### config.mk
export PLATFORM = sky130hd
export DESIGN_NAME = agre_sqrt_cell
export DESIGN_NICKNAME = d
export VERILOG_FILES = /design/src/hw/rtl/agre_pkg.sv /design/src/hw/rtl/agre_sqrt_cell.sv
export SDC_FILE = /design/constraint.sdc
export NUM_CORES = 1
export LEC_CHECK = 0
export BUFFER_PORTS_ARGS = -buffer_cell sky130_fd_sc_hd__buf_2
export CAP_MARGIN = 20
export CORE_AREA = 2 2 128 130
export CTS_BUF_LIST = sky130_fd_sc_hd__clkbuf_8
export CTS_CLUSTER_DIAMETER = 50
export DETAILED_ROUTE_END_ITERATION = 16
export DIE_AREA = 0 0 130 132
export PLACE_DENSITY = 0.88
export RECOVER_POWER = 50
export SYNTH_ARGS = -nofsm -noshare
export SYNTH_HDL_FRONTEND = slang
export SYNTH_SLANG_ARGS = --single-unit
export TNS_END_PERCENT = 30
### constraint.sdc
create_clock -name clk -period 15.5 [get_ports clk]
set_input_delay 3.1 -clock clk [delete_from_list [all_inputs] [get_ports clk]]
set_output_delay 3.1 -clock clk [all_outputs]
set_load 0.01 [all_outputs]
### src/hw/rtl/agre_pkg.sv
// agre_pkg: shared types and constants for the annular gap radius enforcer.
// Used by every RTL file of the block; depends on nothing.
package agre_pkg;

  localparam int COORD_W  = 32;  // signed Q16.16 centre coordinate
  localparam int RADIUS_W = 31;  // unsigned Q15.16 radius
  localparam int SQ_W     = 2 * COORD_W;
  localparam int SUM_W    = SQ_W + 2;       // three squares
  localparam int ROOT_W   = SUM_W / 2;      // truncated root of the sum
  localparam int NEED_W   = RADIUS_W + 4;   // distance + inner + gap
  localparam int CFG_IDX_W  = 2;
  localparam int CFG_DATA_W = 32;
  localparam int IN_DATA_W  = 256;
  localparam int OUT_DATA_W = 64;
  localparam int OUT_USER_W = 4;

  localparam logic [RADIUS_W-1:0] RADIUS_MAX = {RADIUS_W{1'b1}};

  // configuration register indexes
  localparam logic [CFG_IDX_W-1:0] CFG_MIN_INNER = 2'd0;
  localparam logic [CFG_IDX_W-1:0] CFG_MIN_GAP   = 2'd1;

  // per-point data riding alongside the root computation
  typedef struct packed {
    logic [RADIUS_W-1:0] r_out;
    logic [RADIUS_W-1:0] r_in;      // already raised to the minimum
    logic                raised;
    logic                viol;
    logic                last;
  } side_t;

  // token handed from cell to cell
  typedef struct packed {
    logic [SUM_W-1:0]  rem;   // sum of squares minus root squared
    logic [ROOT_W-1:0] root;
    side_t             side;
  } tok_t;

endpackage

### src/hw/rtl/agre_sqrt_cell.sv
// agre_sqrt_cell: one cell of the square root chain, settles root bit BIT.
// Depends on agre_pkg.
module agre_sqrt_cell #(
  parameter int BIT = 0
) (
  input  logic            clk,
  input  logic            rst_n,
  input  logic            up_valid,
  output logic            up_ready,
  input  agre_pkg::tok_t  up_tok,
  output logic            dn_valid,
  input  logic            dn_ready,
  output agre_pkg::tok_t  dn_tok
);

  localparam int TW = agre_pkg::SUM_W + 2;

  logic            v_r;
  agre_pkg::tok_t  tok_r, tok_nxt;
  logic [TW-1:0]   trial;
  logic [TW-1:0]   rem_ext;

  // (r + 2^b)^2 - r^2 = r*2^(b+1) + 2^(2b)
  always_comb begin
    trial   = ({{(TW-agre_pkg::ROOT_W){1'b0}}, up_tok.root} << (BIT + 1))
            + ({{(TW-1){1'b0}}, 1'b1} << (2 * BIT));
    rem_ext = {2'b00, up_tok.rem};
    tok_nxt = up_tok;
    if (rem_ext >= trial) begin
      tok_nxt.rem       = up_tok.rem - trial[agre_pkg::SUM_W-1:0];
      tok_nxt.root[BIT] = 1'b1;
    end
  end

  assign up_ready = !v_r || dn_ready;

  always_ff @(posedge clk) begin
    if (!rst_n) begin
      v_r <= 1'b0;
    end else if (up_ready) begin
      v_r <= up_valid;
    end
  end

  always_ff @(posedge clk) begin
    if (up_ready && up_valid) begin
      tok_r <= tok_nxt;
    end
  end

  assign dn_valid = v_r;
  assign dn_tok   = tok_r;

endmodule

* Word level (Yosys, flattened, before mapping)
Index checks and enable logic that the tools add are counted.
Storage, ports and cells: bits in registers 165, input bits 168, output and inout bits 166
Operators by class: add/subtract/negate cells 2, magnitude comparators 1, muxes and demuxes 1, reduce and logical (&&, ||, !) cells 3
Operators with widths (count):
- $ge A66 B35 Y1 | 1
- $mux W66 | 1
- $sub A66 B35 Y66 | 1
- $add A34 B1 Y35 const B | 1
- $logic_and A1 B1 Y1 | 1
- $logic_not A1 Y1 | 1
- $logic_or A1 B1 Y1 | 1

* Logic depth before layout (Yosys ltp)
depth in word-level cells 3, depth in mapped cells 14, depth with buffers taken out 11

* Worst setup path before layout
Ideal clock, no wire load.
path type input-to-reg, from in dn_ready, to reg tok_r, in the netlist dn_tok[0] (enable), setup time 544 ps, data arrival time 7064 ps, data required time 14956 ps, slack 7892 ps, cell stages on the path 2, buffers on the path 0, cells stage by stage nand2b_1 and2_1
On the way: longest elaborated chain between the ends 2
RTL lines:
- start: declaration | RTL line agre_sqrt_cell.sv:12 | input logic dn_ready,
- $logic_or A1 B1 Y1 | RTL line agre_sqrt_cell.sv:35 | assign up_ready = !v_r || dn_ready;
- $logic_and A1 B1 Y1 | RTL line agre_sqrt_cell.sv:46 | if (up_ready && up_valid) begin
- end signal: assignment | RTL line agre_sqrt_cell.sv:47 | tok_r <= tok_nxt;
- end: declaration | RTL line agre_sqrt_cell.sv:19 | agre_pkg::tok_t tok_r, tok_nxt;
No other way between the ends. A chain may end at the register's enable or synchronous reset.

* Worst setup path in the final report
from in dn_ready, to out up_ready
On the way: longest elaborated chain between the ends 1
RTL lines:
- $logic_or A1 B1 Y1 | RTL line agre_sqrt_cell.sv:35
- end: declaration | RTL line agre_sqrt_cell.sv:9 | output logic up_ready,
No other way between the ends.

==> results by group <==
Status
  – Status: finished with violations
  – Violated checks: max-capacitance violations, max-slew violations

Final layout
  – Share of cells above drive strength 1: 24.28%
  – P&R area growth vs syn: 24.44%
  – Finished Core Util: roughly two thirds
  – Final #Nets: between 1000 and 1500
  – Finished Layout Cells: roughly 1300
  – Most frequent cells in the layout: buf_2, edfxtp_1, clkbuf_1, nand2_1, a21oi_1
  – Commonest non-fill, non-tap cell in the layout: buf_2

Route
  – Final WL: ~23000 µm
  – Drt drc: 0
  – Vias: approximately 7000
  – Vias per cell: 5.406
  – DR WL/cell: 17.80 µm
  – Routed Antenna Nets: 0
  – TritonRoute pass-1 iters: 5
  – Initial DRC count: 500

Global route
  – First-pass GRT wire length: 35120 µm
  – Initial antenna violation count: 10
  – Vias in the first global route: 6923
  – GRT Util Overall: around a quarter
  – GR Overflow Total: 0
  – Pin count of the biggest net entering global routing: 66

Synthesis
  – Yosys Warn Count: 0
  – Post-Synthesis Cells: about 750
  – Post-synth EDFFs: roughly 160
  – Syn_area_per_cell: around 11 µm²
  – Post-synth net total: around 950
  – Top_reg_cell synth: edfxtp_1
  – Synth area leader: edfxtp_1
  – Largest cells by area after synthesis: edfxtp_1, ha_1, a21oi_1
  – #FFs+latches synth: approximately 170
  – Ys async rst share: 0%
  – Seq/Total Area, Yosys: between 50% and 60%
  – Unique masters post-synth: 66
  – Proportion of netlist area held by the largest area contributor: a little under three fifths
  – Cell Area, Synth: 0.008551 mm²

Timing
  – RSZ-0062 raised after global routing: no
  – Slew @ Worst Pin: 3.059 ns
  – Slew margin rel.: -104.1%
  – Max-slew violations: 47
  – Setup Skew: 0.006846 ns
  – Post-route setup TNS: 0 ns
  – Fin crit share: between 40% and 50%
  – Final min period: roughly 6.6 ns
  – Endpoints failing setup: 0
  – Hold Vio Cnt, Final: 0
  – F_max: 151.7 MHz

CTS
  – H-tree levels: 4
  – Clk_lat worst skew: 0.46 ns
  – Post-CTS setup buffers: 0
  – CTS root buffer: clkbuf_8
  – Clk sink count: roughly 170
  – Post_cts resized: 0
  – CTS Hold Bufs: 0
  – CTS tree: done
  – CTS Buffer Depth: 2
  – Clock slew at reported path FFs: about 0.090 ns
  – CTS Buf Count: 17

Die
  – Die area: ~0.017 mm²
  – Die Y: between 100 and 150 µm
  – IO Pins: between 300 and 400
  – Die Span X: between 100 and 150 µm
  – Area of the core: about 0.016 mm²
  – Row count: 46
  – Initial Util: between 50 and 60%

Placement
  – IO Port Bufs: 333
  – Placed cell count: 1267
  – DP Wirelength: approximately 18000 µm
  – GPL Wtd Cong: about 0.87

Critical path
  – Data required time at the worst endpoint: roughly 12 ns
  – Critical path startpoint category: input pin
  – Critical path fanouts, max: 3
  – R2R Setup Slk: 11.56 ns
  – R2R Path End: dn_tok[19]
  – Crit end category: output pin
  – Crit path kind: in -> out
  – Crit Reg-Reg Startpoint: dn_valid
  – Crit path from: dn_ready
  – Worst-case reg-to-reg path depth: 3
  – Crit path arrival time: approximately 3.5 ns

Hold path
  – Hold EP: dn_valid
  – Hold Path Stages: 2
  – Hold path startpoint: dn_valid
  – Hold WC Path Type: reg -> reg

Power and ir drop
  – Pwr dens: 100.7 mW/mm²
  – Lkg Pwr: between 4 and 5 nW
  – Pwr Total: 0.001071 W
  – VDD IR-drop max: a little over 0.00006 V

Job
  – Max-Cap Viols: 1
-- final cells by class --
type / instances / area, µm²
diodes: 8 / 20.02
flip-flops and latches: 165 / 4945
inverters: 52 / 195.2
repair buffers: 337 / 1546
clock buffers: 17 / 234.0
clock inverters: 15 / 181.4
well taps: 216 / 270.3
multi-input cells: 497 / 3248
fillers: 1309 / 5072
-- worst max-delay path by stage --
stage / slack (ns) / cells past startpoint / endpoint
floorplan: 7.89 / 2 / dn_tok[0]
global placement: 8.91 / 3 / up_ready
detailed placement: 8.90 / 3 / up_ready
CTS: 8.90 / 3 / up_ready
global route: 8.77 / 4 / dn_tok[91]
finish: 8.91 / 3 / up_ready
-- per-stage QoR --
| stage | setup slack, ns | hold slack [ns] | cell area, µm² |
|---|---|---|---|
| after detailed placement | 8.900 | 0.5411 | 10360 |
| after global routing | 8.767 | 0.5728 | 10640 |
| final | 8.908 | 0.5396 | 10640 |
| after global placement | 8.914 | 0.5204 | 10360 |
| after floorplan | 7.892 | 0.6096 | 8551 |
| after CTS | 8.902 | 0.5517 | 10770 |
-- critical path: stages --
cell,delay [ns]
buf_2,0.10
nand2b_1,0.15
buf_2,0.15
-- layer usage --
metal  up-vias  share of wire (%)  track usage, %
met5         -              0.056               0
met4         2                3.2           10.27
met3        52                8.2           8.036
met2       335                 50           45.40
met1      3272                 38           31.16
li1       3405                  -               -
-- registers in the layout (all words and copies together) (netlist names) --
| signal | cells |
|---|---|
| dn_valid | 1 |
| dn_tok | 164 |
-- cells in the mapped netlist, types with 3 or more instances --
master      n
edfxtp_1  164
nand2_1    67
a21oi_1    55
inv_1      52
o21ai_0    49
nor2_1     40
ha_1       34
xor2_1     30
xnor2_1    28
nor3_1     26
buf_2      18
nand4_1    17
nand3_1    16
a21o_1     14
nor4_1     13
or3_1      12
nand2b_1    7
o21a_1      7
clkbuf_1    6
o21bai_1    5
o31ai_1     5
a211oi_1    4
a31oi_1     4
nor2b_1     4
or2_2       4
a21boi_0    3
and2_1      3
and3b_1     3
mux2_2      3
nand3b_1    3
nor4b_1     3
or4_1       3
-- report_power, final --
part	switching (W)	internal (W)
Clock	0.000178	0.000150
Sequential	0.00000848	0.000534
Combinational	0.000124	0.0000765
-- cells by family (layout without fill, tap and decap cells) --
logic type               after synthesis  in the layout  synth area share (%)
XOR/XNOR                              58             58                 5.941
AND/OR/NAND/NOR                      238            238                 14.72
multiplexers                           3              3                0.3951
buffers and inverters                 83            421                 4.200
adder cells (fa/ha/maj)               35             35                 5.209
AO/OA/AOI/OAI                        163            163                 11.71
flip-flops                           165            165                 57.83
other                                  0              8                     0
Power figures use the tool's default switching activity.
