### config.mk
export PLATFORM = sky130hd
export DESIGN_NAME = agre_back
export DESIGN_NICKNAME = d
export VERILOG_FILES = /design/src/hw/rtl/agre_pkg.sv /design/src/hw/rtl/agre_back.sv
export SDC_FILE = /design/constraint.sdc
export NUM_CORES = 1
export LEC_CHECK = 0
export BUFFER_PORTS_ARGS = -buffer_cell sky130_fd_sc_hd__buf_2
export CAP_MARGIN = 25
export CELL_PAD_IN_SITES_DETAIL_PLACEMENT = 1
export CELL_PAD_IN_SITES_GLOBAL_PLACEMENT = 1
export CORE_ASPECT_RATIO = 0.9
export CORE_MARGIN = 2
export CORE_UTILIZATION = 35
export CTS_CLUSTER_DIAMETER = 120
export DETAILED_ROUTE_END_ITERATION = 8
export PLACE_DENSITY_LB_ADDON = 0.12
export SLEW_MARGIN = 30
export SYNTH_ARGS = -nofsm -noshare
export SYNTH_HDL_FRONTEND = slang
export SYNTH_SLANG_ARGS = --single-unit
### constraint.sdc
create_clock -name clk -period 5.9 [get_ports clk]
set_input_delay 1.18 -clock clk [delete_from_list [all_inputs] [get_ports clk]]
set_output_delay 1.18 -clock clk [all_outputs]
set_load 0.005 [all_outputs]
### src/hw/rtl/agre_pkg.sv
// agre_pkg: shared types and constants for the annular gap radius enforcer.
// Used by every RTL file of the block; depends on nothing.
package agre_pkg;

  localparam int COORD_W  = 32;  // signed Q16.16 centre coordinate
  localparam int RADIUS_W = 31;  // unsigned Q15.16 radius
  localparam int SQ_W     = 2 * COORD_W;
  localparam int SUM_W    = SQ_W + 2;       // three squares
  localparam int ROOT_W   = SUM_W / 2;      // truncated root of the sum
  localparam int NEED_W   = RADIUS_W + 4;   // distance + inner + gap
  localparam int CFG_IDX_W  = 2;
  localparam int CFG_DATA_W = 32;
  localparam int IN_DATA_W  = 256;
  localparam int OUT_DATA_W = 64;
  localparam int OUT_USER_W = 4;

  localparam logic [RADIUS_W-1:0] RADIUS_MAX = {RADIUS_W{1'b1}};

  // configuration register indexes
  localparam logic [CFG_IDX_W-1:0] CFG_MIN_INNER = 2'd0;
  localparam logic [CFG_IDX_W-1:0] CFG_MIN_GAP   = 2'd1;

  // per-point data riding alongside the root computation
  typedef struct packed {
    logic [RADIUS_W-1:0] r_out;
    logic [RADIUS_W-1:0] r_in;      // already raised to the minimum
    logic                raised;
    logic                viol;
    logic                last;
  } side_t;

  // token handed from cell to cell
  typedef struct packed {
    logic [SUM_W-1:0]  rem;   // sum of squares minus root squared
    logic [ROOT_W-1:0] root;
    side_t             side;
  } tok_t;

endpackage

### src/hw/rtl/agre_back.sv
// agre_back: gap check, outer radius bump with saturation, output register.
// Depends on agre_pkg.
module agre_back (
  input  logic                                clk,
  input  logic                                rst_n,
  input  logic                                up_valid,
  output logic                                up_ready,
  input  agre_pkg::tok_t                      up_tok,
  input  logic [agre_pkg::RADIUS_W-1:0]       min_gap,
  output logic                                out_tvalid,
  input  logic                                out_tready,
  output logic [agre_pkg::OUT_DATA_W-1:0]     out_tdata,
  output logic [agre_pkg::OUT_USER_W-1:0]     out_tuser,
  output logic                                out_tlast
);

  logic                              v_r;
  logic [agre_pkg::RADIUS_W-1:0]     new_out_r, new_in_r;
  logic                              raised_r, widened_r, sat_r, viol_r, last_r;
  logic [agre_pkg::NEED_W-1:0]       need;
  logic                              widened_nxt, sat_nxt;
  logic [agre_pkg::RADIUS_W-1:0]     new_out_nxt;

  always_comb begin
    need = {{(agre_pkg::NEED_W-agre_pkg::ROOT_W){1'b0}}, up_tok.root}
         + {{(agre_pkg::NEED_W-agre_pkg::RADIUS_W){1'b0}}, up_tok.side.r_in}
         + {{(agre_pkg::NEED_W-agre_pkg::RADIUS_W){1'b0}}, min_gap};
    widened_nxt = {{(agre_pkg::NEED_W-agre_pkg::RADIUS_W){1'b0}}, up_tok.side.r_out} < need;
    sat_nxt     = widened_nxt && (need[agre_pkg::NEED_W-1:agre_pkg::RADIUS_W] != '0);
    if (!widened_nxt) begin
      new_out_nxt = up_tok.side.r_out;
    end else if (sat_nxt) begin
      new_out_nxt = agre_pkg::RADIUS_MAX;
    end else begin
      new_out_nxt = need[agre_pkg::RADIUS_W-1:0];
    end
  end

  assign up_ready = !v_r || out_tready;

  always_ff @(posedge clk) begin
    if (!rst_n) begin
      v_r <= 1'b0;
    end else if (up_ready) begin
      v_r <= up_valid;
    end
  end

  always_ff @(posedge clk) begin
    if (up_ready && up_valid) begin
      new_out_r <= new_out_nxt;
      new_in_r  <= up_tok.side.r_in;
      raised_r  <= up_tok.side.raised;
      widened_r <= widened_nxt;
      sat_r     <= sat_nxt;
      viol_r    <= up_tok.side.viol;
      last_r    <= up_tok.side.last;
    end
  end

  assign out_tvalid = v_r;
  assign out_tdata  = {{(agre_pkg::OUT_DATA_W-2*agre_pkg::RADIUS_W){1'b0}}, new_in_r, new_out_r};
  assign out_tuser  = {viol_r, sat_r, widened_r, raised_r};
  assign out_tlast  = last_r;

endmodule

-- After elaboration in Yosys (flattened, before gate mapping)
Index checks and enable logic that the tools add are counted.
Widths: inputs -> output; s select.
- register bits: 68
- latch bits: 0
- memory bits (read-only): 0
- memories kept: 0
- input bits: 199
- memory bits (writable): 0
- output and inout port bits: 71
- logic and storage cells: 18
- shifts and indexed selects: 0
- mux-type cells: 2
- divide/modulo/power cells: 0
- reduce and logical (&&, ||, !) cells: 5
- $add $sub $neg: 2
- equality and inequality tests: 0
- bitwise operators: 0
- $lt $le $gt $ge: 1
- $mul: 0
- operators by type and width (operator ; number):
    $mux 31 ; 2
    $add 34x31->35 ; 1
    $lt 31x35->1 ; 1
    $add 33x31->34 ; 1
    $reduce_bool 4->1 ; 1
    $logic_and 1x1->1 ; 2
    $logic_not 1->1 ; 1
    $logic_or 1x1->1 ; 1

-- Longest topological paths before layout
Gate-level depths: netlist of the first run.
- depth in word-level cells: 6
- mapped depth: 21
- mapped depth without buffers: 19

-- Worst setup path before layout of the first run
Ideal clock, no wire load.
- path type: input port to flip-flop
- start: in up_tok[4] (netlist name)
- end: reg new_out_r[30] (netlist name), data pin
- library setup time: 0.284 ns
- required time: 5.616 ns
- path buffers: 2
- stages: 19
- path slack: 0.355 ns
- arrival time: 5.261 ns
- cell sequence: fa_1 > ha_1 > fa_1 > a211oi_1 > o21bai_1 > o211ai_1 > a31oi_1 > o41ai_1 > xor2_1 > ha_1 > nand4_1 > nor3_1 > o2111ai_1 > nand3_1 > a31o_2 > clkbuf_1 > clkbuf_1 > mux2i_1 > o211ai_1
- word-level cells in the longest chain between the ends: 6
- elaborated cells on any way between the ends: 7
- those cells by class: add/sub: 2; order compare: 1; mux: 2; reduce/logical: 2
- RTL lines (element ; line ; text):
    from (decl) ; agre_back.sv:8 ; input agre_pkg::tok_t up_tok,
    $add 33x31->34 (*) ; agre_back.sv:26 ; + {{(agre_pkg::NEED_W-agre_pkg::RADIUS_W){1'b0}}, up_tok.side.r_in}
    $add 34x31->35 (*) ; agre_back.sv:27 ; + {{(agre_pkg::NEED_W-agre_pkg::RADIUS_W){1'b0}}, min_gap};
    $lt 31x35->1 or $reduce_bool 4->1 (tied branches) ; agre_back.sv:28, agre_back.sv:29 ;
    $logic_and 1x1->1 ; agre_back.sv:29 ; sat_nxt = widened_nxt && (need[agre_pkg::NEED_W-1:agre_pkg::RADIUS_W] != '0);
    $mux 31 ; agre_back.sv:32 ; end else if (sat_nxt) begin
    $mux 31 (*) ; agre_back.sv:30 ; if (!widened_nxt) begin
    named net new_out_nxt (one bit) ; agre_back.sv:22 ; logic [agre_pkg::RADIUS_W-1:0] new_out_nxt;
    to (signal assigned) ; agre_back.sv:51 ; new_out_r <= new_out_nxt;
    to (decl) ; agre_back.sv:18 ; logic [agre_pkg::RADIUS_W-1:0] new_out_r, new_in_r;
Mark *: on every way through the listed nets, which the timed path passes. The rest lies on a longest branch.
A chain may end at the register's enable or synchronous reset.

-- Worst setup path in the final report of the first run
- start: in up_tok[4] (netlist name)
- end: reg new_out_r[13] (netlist name), data pin
Same word-level chain as after synthesis.

==> flow_summary.toml, run 1 <==
[status]
outcome = "finished, final reports clean"

[finish]
layout-drive-gt1-share = 0.360
fin_area_mm2 = 0.00728
layout_common_cells = "buf_2 (201), edfxtp_1 (67), ha_1 (61)"
nets = 1020
final_cells = 936
area_growth_pct = 31.3
final_util = 0.472
layout_commonest_cell = "buf_2"
fillers = 1777

[sta]
hold_violations = 0
final_min_period_over_clock_period = 0.948
fin_crit_ns = 5.59
rsz0062_at_grt = "false"
fin_skew_ns = 0.00679
setup_viol = 0
finalMaxSlewViolations = 0
fmax_mhz = 179
hold_slack_ns = 0.544

[routing]
num_vias = 4830
initialDrtViolationCount = 162
ant_nets = 0
drt-wirelength-per-cell_um = 16.8
drc = 0
routed_wl_mm = 15.7
viasPerCell = 5.16
drt-pass1-iter-count = 6

[global_routing]
grt_first_pass_wirelength_mm = 24.7
grtUsageTotal = 0.190
grt_max_degree = 68
antenna_found_initial = 1
first_global_vias = 4992
grt_overflow = 0

[synth]
yosysWarnings = 0
synthArstFlopShare = 0
synth_cells = 503
synth.distinct_cells = 59
avgSynthCellArea_um2 = 11.0
ys.flop_type = "edfxtp_1"
synth_edf_count = 67
ys_ff_latch = 68
synthesis.area_mm2 = 0.00555
yosysSeqAreaShare = 0.366

[clock_tree]
cts_setup_buffers = 0
cts.sink_count = 68
cts_made_buffers = 9
clk_latency_ns = 0.35
post_cts_resized = 0
clk_pin_slew_ns = 0.06
htree_levels = 3
clockRootBuffer = "clkbuf_16"
clockBufferDepth = 2
cts_tree = "built"
hold_buffers = 0

[placed_design]
dpl.hpwl_mm = 12.9
postPlaceCellArea_mm2 = 0.00695
gp_congestion = 0.868
dp.cells = 918
port_buffers = 201

[power_and_ir_drop]
ir_drop_v = 0.000134
power_uw = 2350
p_leak_uw = 0.00310
power_density_mw_per_mm2 = 323

[setup_path]
critical_path_class = "input port to register"
r2r_start = "out_tvalid"
required_ns = 5.95
critPathLaunchType = "input port"
crit_arrival_ns = 5.65
end_kind = "register"
critPathMaxFanout = 13
crit_path_start = "up_tok[4]"

[die]
die_h_um = 123
rows = 43
dieWidth_um = 137
initial_core_util = 0.359
core_mm2 = 0.0154
io_pins = 270
die_area_mm2 = 0.0169

[flow_run]
cap_violations = 0

[worst_hold_path]
min_from = "out_tvalid"
hold_path.class = "register to register"
-- metal layers --
metal,vias to the layer above,wire [µm],GRT usage,part of all wire
met1,2323,7210,0.249,0.46
met3,16,877,0.0472,0.056
li1,2360,-,-,-
met5,-,0,0,0
met4,0,201,0.0436,0.013
met2,131,7390,0.319,0.47
-- cells by family (layout without fill, tap and decap cells) --
logic type / after synthesis / in the layout / share of synthesized area
DFF: 68 / 68 / 0.366
AOI/OAI and AO/OA: 142 / 142 / 0.180
muxes: 4 / 4 / 0.00812
buffers and inverters: 36 / 265 / 0.0331
and+or+nand+nor: 131 / 131 / 0.115
other: 1 / 3 / 0.000676
adders and majority gates: 93 / 93 / 0.253
xor gates and xnor gates: 28 / 28 / 0.0442
-- worst paths after layout --
kind / end / slack, ns / depth (start not counted)
max: new_out_r[13] / 0.31 / 21
min: out_tvalid / 0.54 / 2
max reg2reg: new_in_r[12] / 4.43 / 3
min reg2reg: out_tvalid / 0.54 / 2
-- flip-flops by register name, indices dropped and copies added, names as in the netlist --
signal	cells
out_tvalid	1
widened_r	1
raised_r	1
new_out_r	31
out_tlast	1
sat_r	1
new_in_r	31
viol_r	1
-- power by group --
part / switching, µW / internal, µW
clock: 228 / 329
combinational: 674 / 532
sequential: 8.61 / 580
-- critical path: stages --
cell,delay (ns)
buf_2,0.12
fa_1,0.47
ha_1,0.25
fa_1,0.40
a211oi_1,0.23
o21bai_1,0.21
o211ai_1,0.30
a31oi_1,0.20
buf_4,0.18
nor2_1,0.12
xor2_1,0.32
ha_1,0.31
nand4_1,0.13
a21oi_1,0.06
o31ai_1,0.31
nand3_1,0.11
a31o_2,0.23
buf_4,0.17
buf_12,0.14
nand2_1,0.06
o211ai_1,0.12
-- metrics by stage --
stage          setup slack (ns)  TNS [ns]
2_1_floorplan             0.355         0
3_3_place_gp            -0.0408    -0.518
4_1_cts                   0.233         0
3_5_place_dp             -0.105     -1.80
6_report                  0.306         0
5_1_grt                  0.0914         0
-- synth_stat cells (2+ instances only) --
library cell,count,area (µm²)
edfxtp_1,67,2010
ha_1,61,763
nand2_1,54,203
fa_1,32,641
a21oi_1,27,135
o211ai_1,27,203
nor2_1,18,67.6
o21ai_0,17,85.1
inv_1,15,56.3
xnor2_1,15,131
a21o_1,14,105
nand3_1,14,70.1
nand4_1,13,81.3
xor2_1,13,114
nor3_1,9,45.0
clkbuf_1,8,30.0
o21bai_1,8,60.1
a211oi_1,7,52.6
buf_4,6,45.0
o211ai_2,6,75.1
a41oi_1,5,43.8
nor2b_1,5,31.3
a31oi_1,4,25.0
nand2b_1,4,25.0
o21ai_1,4,20.0
buf_6,3,33.8
mux2i_1,3,30.0
o21a_1,3,22.5
o31a_1,3,26.3
or3_1,3,18.8
a2111oi_0,2,17.5
a31o_2,2,17.5
clkbuf_2,2,10.0
nor4_1,2,12.5
o22ai_1,2,12.5
o41ai_1,2,17.5
-- layout make-up --
cell class,instances,area [µm²],area share
Clock inverter,7,76.3,0.0105
Antenna cell,1,2.50,0.000344
Inverter,15,56.3,0.00773
Tap cell,202,253,0.0347
Timing Repair Buffer,234,1290,0.177
Clock buffer,9,225,0.0309
Sequential cell,68,2030,0.279
Multi-Input combinational cell,400,3350,0.459
No activity file was read; power rests on OpenSTA's default activity.
==> run 2: changes to the inputs <==
- PLACE_DENSITY_LB_ADDON: 0.12 -> 0.1
- TNS_END_PERCENT: not set -> 5
==> run 2 against run 1 <==
Largest cell class unchanged. Worst hold slack worse by 0.0052 ns. Clock skew up 0.0012 ns. Total power down 1.2%. Maximum frequency down 0.37%. First-iteration DRC count down 15%. Cell area down 0.45%. Critical path depth up 1. Global-route usage up 0.12 points.
==> flow_summary.toml, run 2 (synthesis gave the netlist of run 1 again) <==
[status]
outcome = "finished, final reports clean"

[setup_path]
critPathLaunchType = "input port"
end_kind = "register"
reg2reg_depth = 3
critPathBufInv = 5
required_ns = 5.97
rrSetupSlack_ns = 4.43
path_common_cell = "buf_4"
critical_path_depth = 22
crit_arrival_ns = 5.68
critical_path_class = "input port to register"
critPathMaxFanout = 32
crit_path_start = "up_tok[4]"
r2r_end = "new_in_r[11]"
crit_path_max_incr_delay_ns = 0.49
worstSetupEndpoint = "new_out_r[24]"
path_delay_family = "compound AO/OA/AOI/OAI gates"
cpMaxStageDelayCell = "fa_1"
path_cells = "buf_2 -> fa_1 -> ha_1 -> fa_1 -> a211oi_1 -> o21bai_2 -> o211ai_1 -> a31oi_1 -> buf_4 -> nor2_1 -> xor2_1 -> buf_4 -> ha_1 -> nand4_1 -> a21oi_1 -> o31ai_2 -> nand3_1 -> a31o_2 -> buf_12 -> buf_4 -> nand2_1 -> o211ai_1"
r2r_start = "out_tvalid"

[clock_tree]
cts_made_buffers = 9
cts.sink_count = 68
htree_levels = 3
clk_pin_slew_ns = 0.06
cts_tree = "built"
post_cts_resized = 0
clk_latency_ns = 0.35
clockBufferDepth = 2
clockRootBuffer = "clkbuf_16"
hold_buffers = 0
cts_setup_buffers = 0

[routing]
initialDrtViolationCount = 138
ant_nets = 0
viasPerCell = 5.17
routed_wl_mm = 16.0
num_vias = 4825
drt-wirelength-per-cell_um = 17.1
drc = 0
drt-pass1-iter-count = 4

[power_and_ir_drop]
swShare = 0.393
cellInternalPower_uw = 1410
p_leak_uw = 0.00308
p_comb_frac = 0.510
power_density_mw_per_mm2 = 321
power.share.sequential = 0.253
clockPowerShare = 0.237
power.switching_uw = 912
ir_drop_v = 0.000140

[finish]
nets = 1017
layout_common_cells = "buf_2 (201), edfxtp_1 (67), ha_1 (61)"
fin_area_mm2 = 0.00725
final_cells = 934
layout_commonest_cell = "buf_2"
fillers = 1758
layout-drive-gt1-share = 0.358
area_growth_pct = 30.7
reg_top3 = "new_in_r: 31 flops, new_out_r: 31 flops"

[placed_design]
postPlaceCellArea_mm2 = 0.00692
dp.cells = 915
port_buffers = 201
gp_congestion = 0.850
dpl.hpwl_mm = 12.9

[global_routing]
first_global_vias = 5092
grt_first_pass_wirelength_mm = 25.0
antenna_found_initial = 2
grtUsageTotal = 0.192
grt_overflow = 0
grt_max_degree = 68

[die]
initial_core_util = 0.359
rows = 43
die_h_um = 123
core_mm2 = 0.0154
die_area_mm2 = 0.0169
dieWidth_um = 137
io_pins = 270

[sta]
fin_crit_ns = 5.62
finalMaxSlewViolations = 0
setup_viol = 0
hold_violations = 0
fin_skew_ns = 0.00799
final_min_period_over_clock_period = 0.952
rsz0062_at_grt = "false"
fmax_mhz = 178

[worst_hold_path]
hold_path.class = "register to register"

[flow_run]
cap_violations = 0
run 2: per-layer routing:
layer | track usage | share of wire | up-vias | wire [µm]
met5 | 0 | 0 | - | 0
met4 | 0.0488 | 0.012 | 0 | 189
met3 | 0.0488 | 0.067 | 17 | 1070
met2 | 0.322 | 0.47 | 135 | 7530
met1 | 0.247 | 0.45 | 2316 | 7190
li1 | - | - | 2357 | -
run 2: area by class of cell:
type                            count  area (µm²)  share of cell area
Clock buffer                       10         229              0.0316
Timing Repair Buffer              231        1260               0.173
Sequential cell                    68        2030               0.280
Tap cell                          202         253              0.0349
Antenna cell                        2        5.00            0.000690
Inverter                           15        56.3             0.00777
Multi-Input combinational cell    400        3350               0.463
Clock inverter                      6        63.8             0.00880
run 2: worst min path at each step:
| stage | startpoint | endpoint | slack, ns | cells past startpoint |
|---|---|---|---|---|
| global route | out_tvalid | out_tvalid | 0.57 | 2 |
| global placement | out_tvalid | out_tvalid | 0.50 | 2 |
| detailed placement | out_tvalid | out_tvalid | 0.53 | 2 |
| floorplan | out_tvalid | out_tvalid | 0.54 | 2 |
| CTS | out_tvalid | out_tvalid | 0.54 | 2 |
| finish | out_tvalid | out_tvalid | 0.54 | 2 |
run 2: power by group through the flow:
stage               sequential (µW)  combinational, µW  clock [µW]
floorplan                       605                751           0
global placement                598               1140           0
detailed placement              599               1180           0
CTS                             589               1190         570
global route                    591               1330         583
finish                          588               1190         552
run 2: metrics by stage:
step	TNS (ns)	utilization	hold WS (ns)	setup slack [ns]	total power [µW]
5_1_grt	0	0.469	0.566	0.00474	2510
4_1_cts	0	0.467	0.541	0.167	2350
2_1_floorplan	0	-	0.537	0.355	1360
3_3_place_gp	-0.438	0.448	0.504	-0.0649	1740
6_report	0	0.469	0.539	0.285	2320
3_5_place_dp	-0.974	0.448	0.527	-0.102	1780
run 2: tightest hold or removal path, delay by kind of cell, from the launching register on:
| kind | cells | cell delay (ns) |
|---|---|---|
| compound gates | 1 | 0.09 |
| simple gates | 1 | 0.10 |
| flops | 1 | 0.31 |
==> run 3: changes to the inputs <==
- CAP_MARGIN: 25 -> 20
- CORE_UTILIZATION: 35 -> 38
- clock period: 5.9 -> 6.6 ns (I/O delays scaled with it)
==> run 3 against run 2 <==
Routed wire length grew 1.4%. Sequential share of layout area rose by 0.86 points. Cell count is 3.4% lower. Global-route usage is 2.2 points higher. Die area is 7.7% lower. First-iteration DRC count rose by 17%. Register-to-register slack better by 0.66 ns. Cell area shrank 3.0%. Core utilization increased by 2.7 points. Critical endpoint is now new_out_r[20].
==> flow_summary.toml, run 3 (synthesis gave the netlist of run 1 again) <==
[status]
outcome = "finished, final reports clean"

[flow_run]
cap_violations = 0

[clock_tree]
cts_tree = "built"
clockRootBuffer = "clkbuf_16"
htree_levels = 3
cts_setup_buffers = 0
cts.sink_count = 68
clockBufferDepth = 2
cts_made_buffers = 9
hold_buffers = 0
clk_latency_ns = 0.35
post_cts_resized = 0
clk_pin_slew_ns = 0.07

[power_and_ir_drop]
ir_drop_v = 0.000106
power_density_mw_per_mm2 = 282
p_leak_uw = 0.00296

[die]
rows = 41
die_h_um = 119
dieWidth_um = 131
die_area_mm2 = 0.0156
core_mm2 = 0.0142
initial_core_util = 0.392
io_pins = 270

[routing]
routed_wl_mm = 16.2
viasPerCell = 5.33
initialDrtViolationCount = 162
drt-wirelength-per-cell_um = 18.0
ant_nets = 0
drc = 0
drt-pass1-iter-count = 4
num_vias = 4812

[placed_design]
gp_congestion = 0.851
pre_cts_ws_ns = 0.235
port_buffers = 201
dpl.hpwl_mm = 13.2
dp.cells = 883

[global_routing]
grt_max_degree = 68
grt_overflow = 0
first_global_vias = 5186
grtUsageTotal = 0.213
antenna_found_initial = 2
grt_first_pass_wirelength_mm = 26.5

[worst_hold_path]
hold_path.class = "register to register"
holdPathStages = 2
hold_end = "out_tvalid"
min_from = "out_tvalid"

[finish]
area_growth_pct = 26.8
final_cells = 902
layout_common_cells = "buf_2 (201), edfxtp_1 (67), ha_1 (61)"
layout-drive-gt1-share = 0.335
nets = 994
layout_commonest_cell = "buf_2"
reg_top3 = "new_in_r: 31 flops, new_out_r: 31 flops"

[sta]
fin_crit_ns = 5.98
fin_setup_tns_ns = 0
rsz0062_at_grt = "false"
hold_violations = 0
fmax_mhz = 167
setup_viol = 0
fin_skew_ns = 0.00932
setup_slack_ns = 0.616
final_min_period_over_clock_period = 0.907
finalMaxSlewViolations = 0

[setup_path]
critPathMaxFanout = 36
crit_arrival_ns = 6.06
rrSetupSlack_ns = 5.09
r2r_start = "out_tvalid"
critPathLaunchType = "input port"
r2r_end = "new_in_r[7]"
required_ns = 6.67
end_kind = "register"
critical_path_class = "input port to register"
reg2reg_depth = 3
run 3: final cells by class:
type / count / area (µm²)
flip-flops and latches: 68 / 2030
inverters: 15 / 56.3
diodes: 2 / 5.00
repair buffers: 208 / 1080
well taps: 193 / 241
clock buffers: 9 / 225
fillers: 1652 / 7130
multi-input cells: 400 / 3340
clock inverters: 7 / 51.3
run 3: how the worst max path moves through the flow:
stage,start,endpoint,slack (ns)
after floorplan,up_tok[4],new_out_r[30],0.91
after global placement,up_tok[4],new_out_r[24],0.32
after global routing,up_tok[10],new_out_r[22],0.28
after CTS,up_tok[4],new_out_r[20],0.59
after detailed placement,up_tok[4],new_out_r[20],0.23
final,up_tok[4],new_out_r[20],0.62
run 3: worst max-delay path, cell delays in order:
cell	delay (ns)
buf_2	0.12
fa_1	0.47
ha_1	0.25
fa_1	0.44
a211oi_1	0.27
o21bai_1	0.21
o211ai_1	0.33
a31oi_1	0.24
o41ai_1	0.42
xor2_1	0.20
ha_1	0.31
nand4_1	0.12
nor3_1	0.35
o2111ai_1	0.17
nand3_1	0.11
a31o_2	0.14
buf_12	0.21
buf_4	0.25
o211ai_1	0.12
run 3: routing by layer:
layer / up-vias / part of all wire / track usage
li1: 2320 / - / -
met1: 2329 / 0.45 / 0.269
met2: 141 / 0.48 / 0.359
met3: 22 / 0.057 / 0.0523
met4: 0 / 0.019 / 0.0720
met5: - / 0 / 0
run 3: stage by stage:
step / utilization / hold WS, ns / power, µW / area [µm²]
2_1_floorplan: - / 0.537 / 1210 / 5550
3_3_place_gp: 0.475 / 0.507 / 1490 / 6730
3_5_place_dp: 0.475 / 0.545 / 1530 / 6730
4_1_cts: 0.495 / 0.554 / 2000 / 7010
5_1_grt: 0.497 / 0.592 / 2140 / 7030
6_report: 0.497 / 0.546 / 1980 / 7030
run 3: report_power, final:
| group | internal, µW | switching, µW | leakage, µW | total [µW] |
|---|---|---|---|---|
| clock network | 255 | 203 | 0.000132 | 458 |
| registers | 518 | 7.84 | 0.000600 | 526 |
| logic | 399 | 601 | 0.00222 | 1000 |
| total | 1170 | 812 | 0.00296 | 1980 |
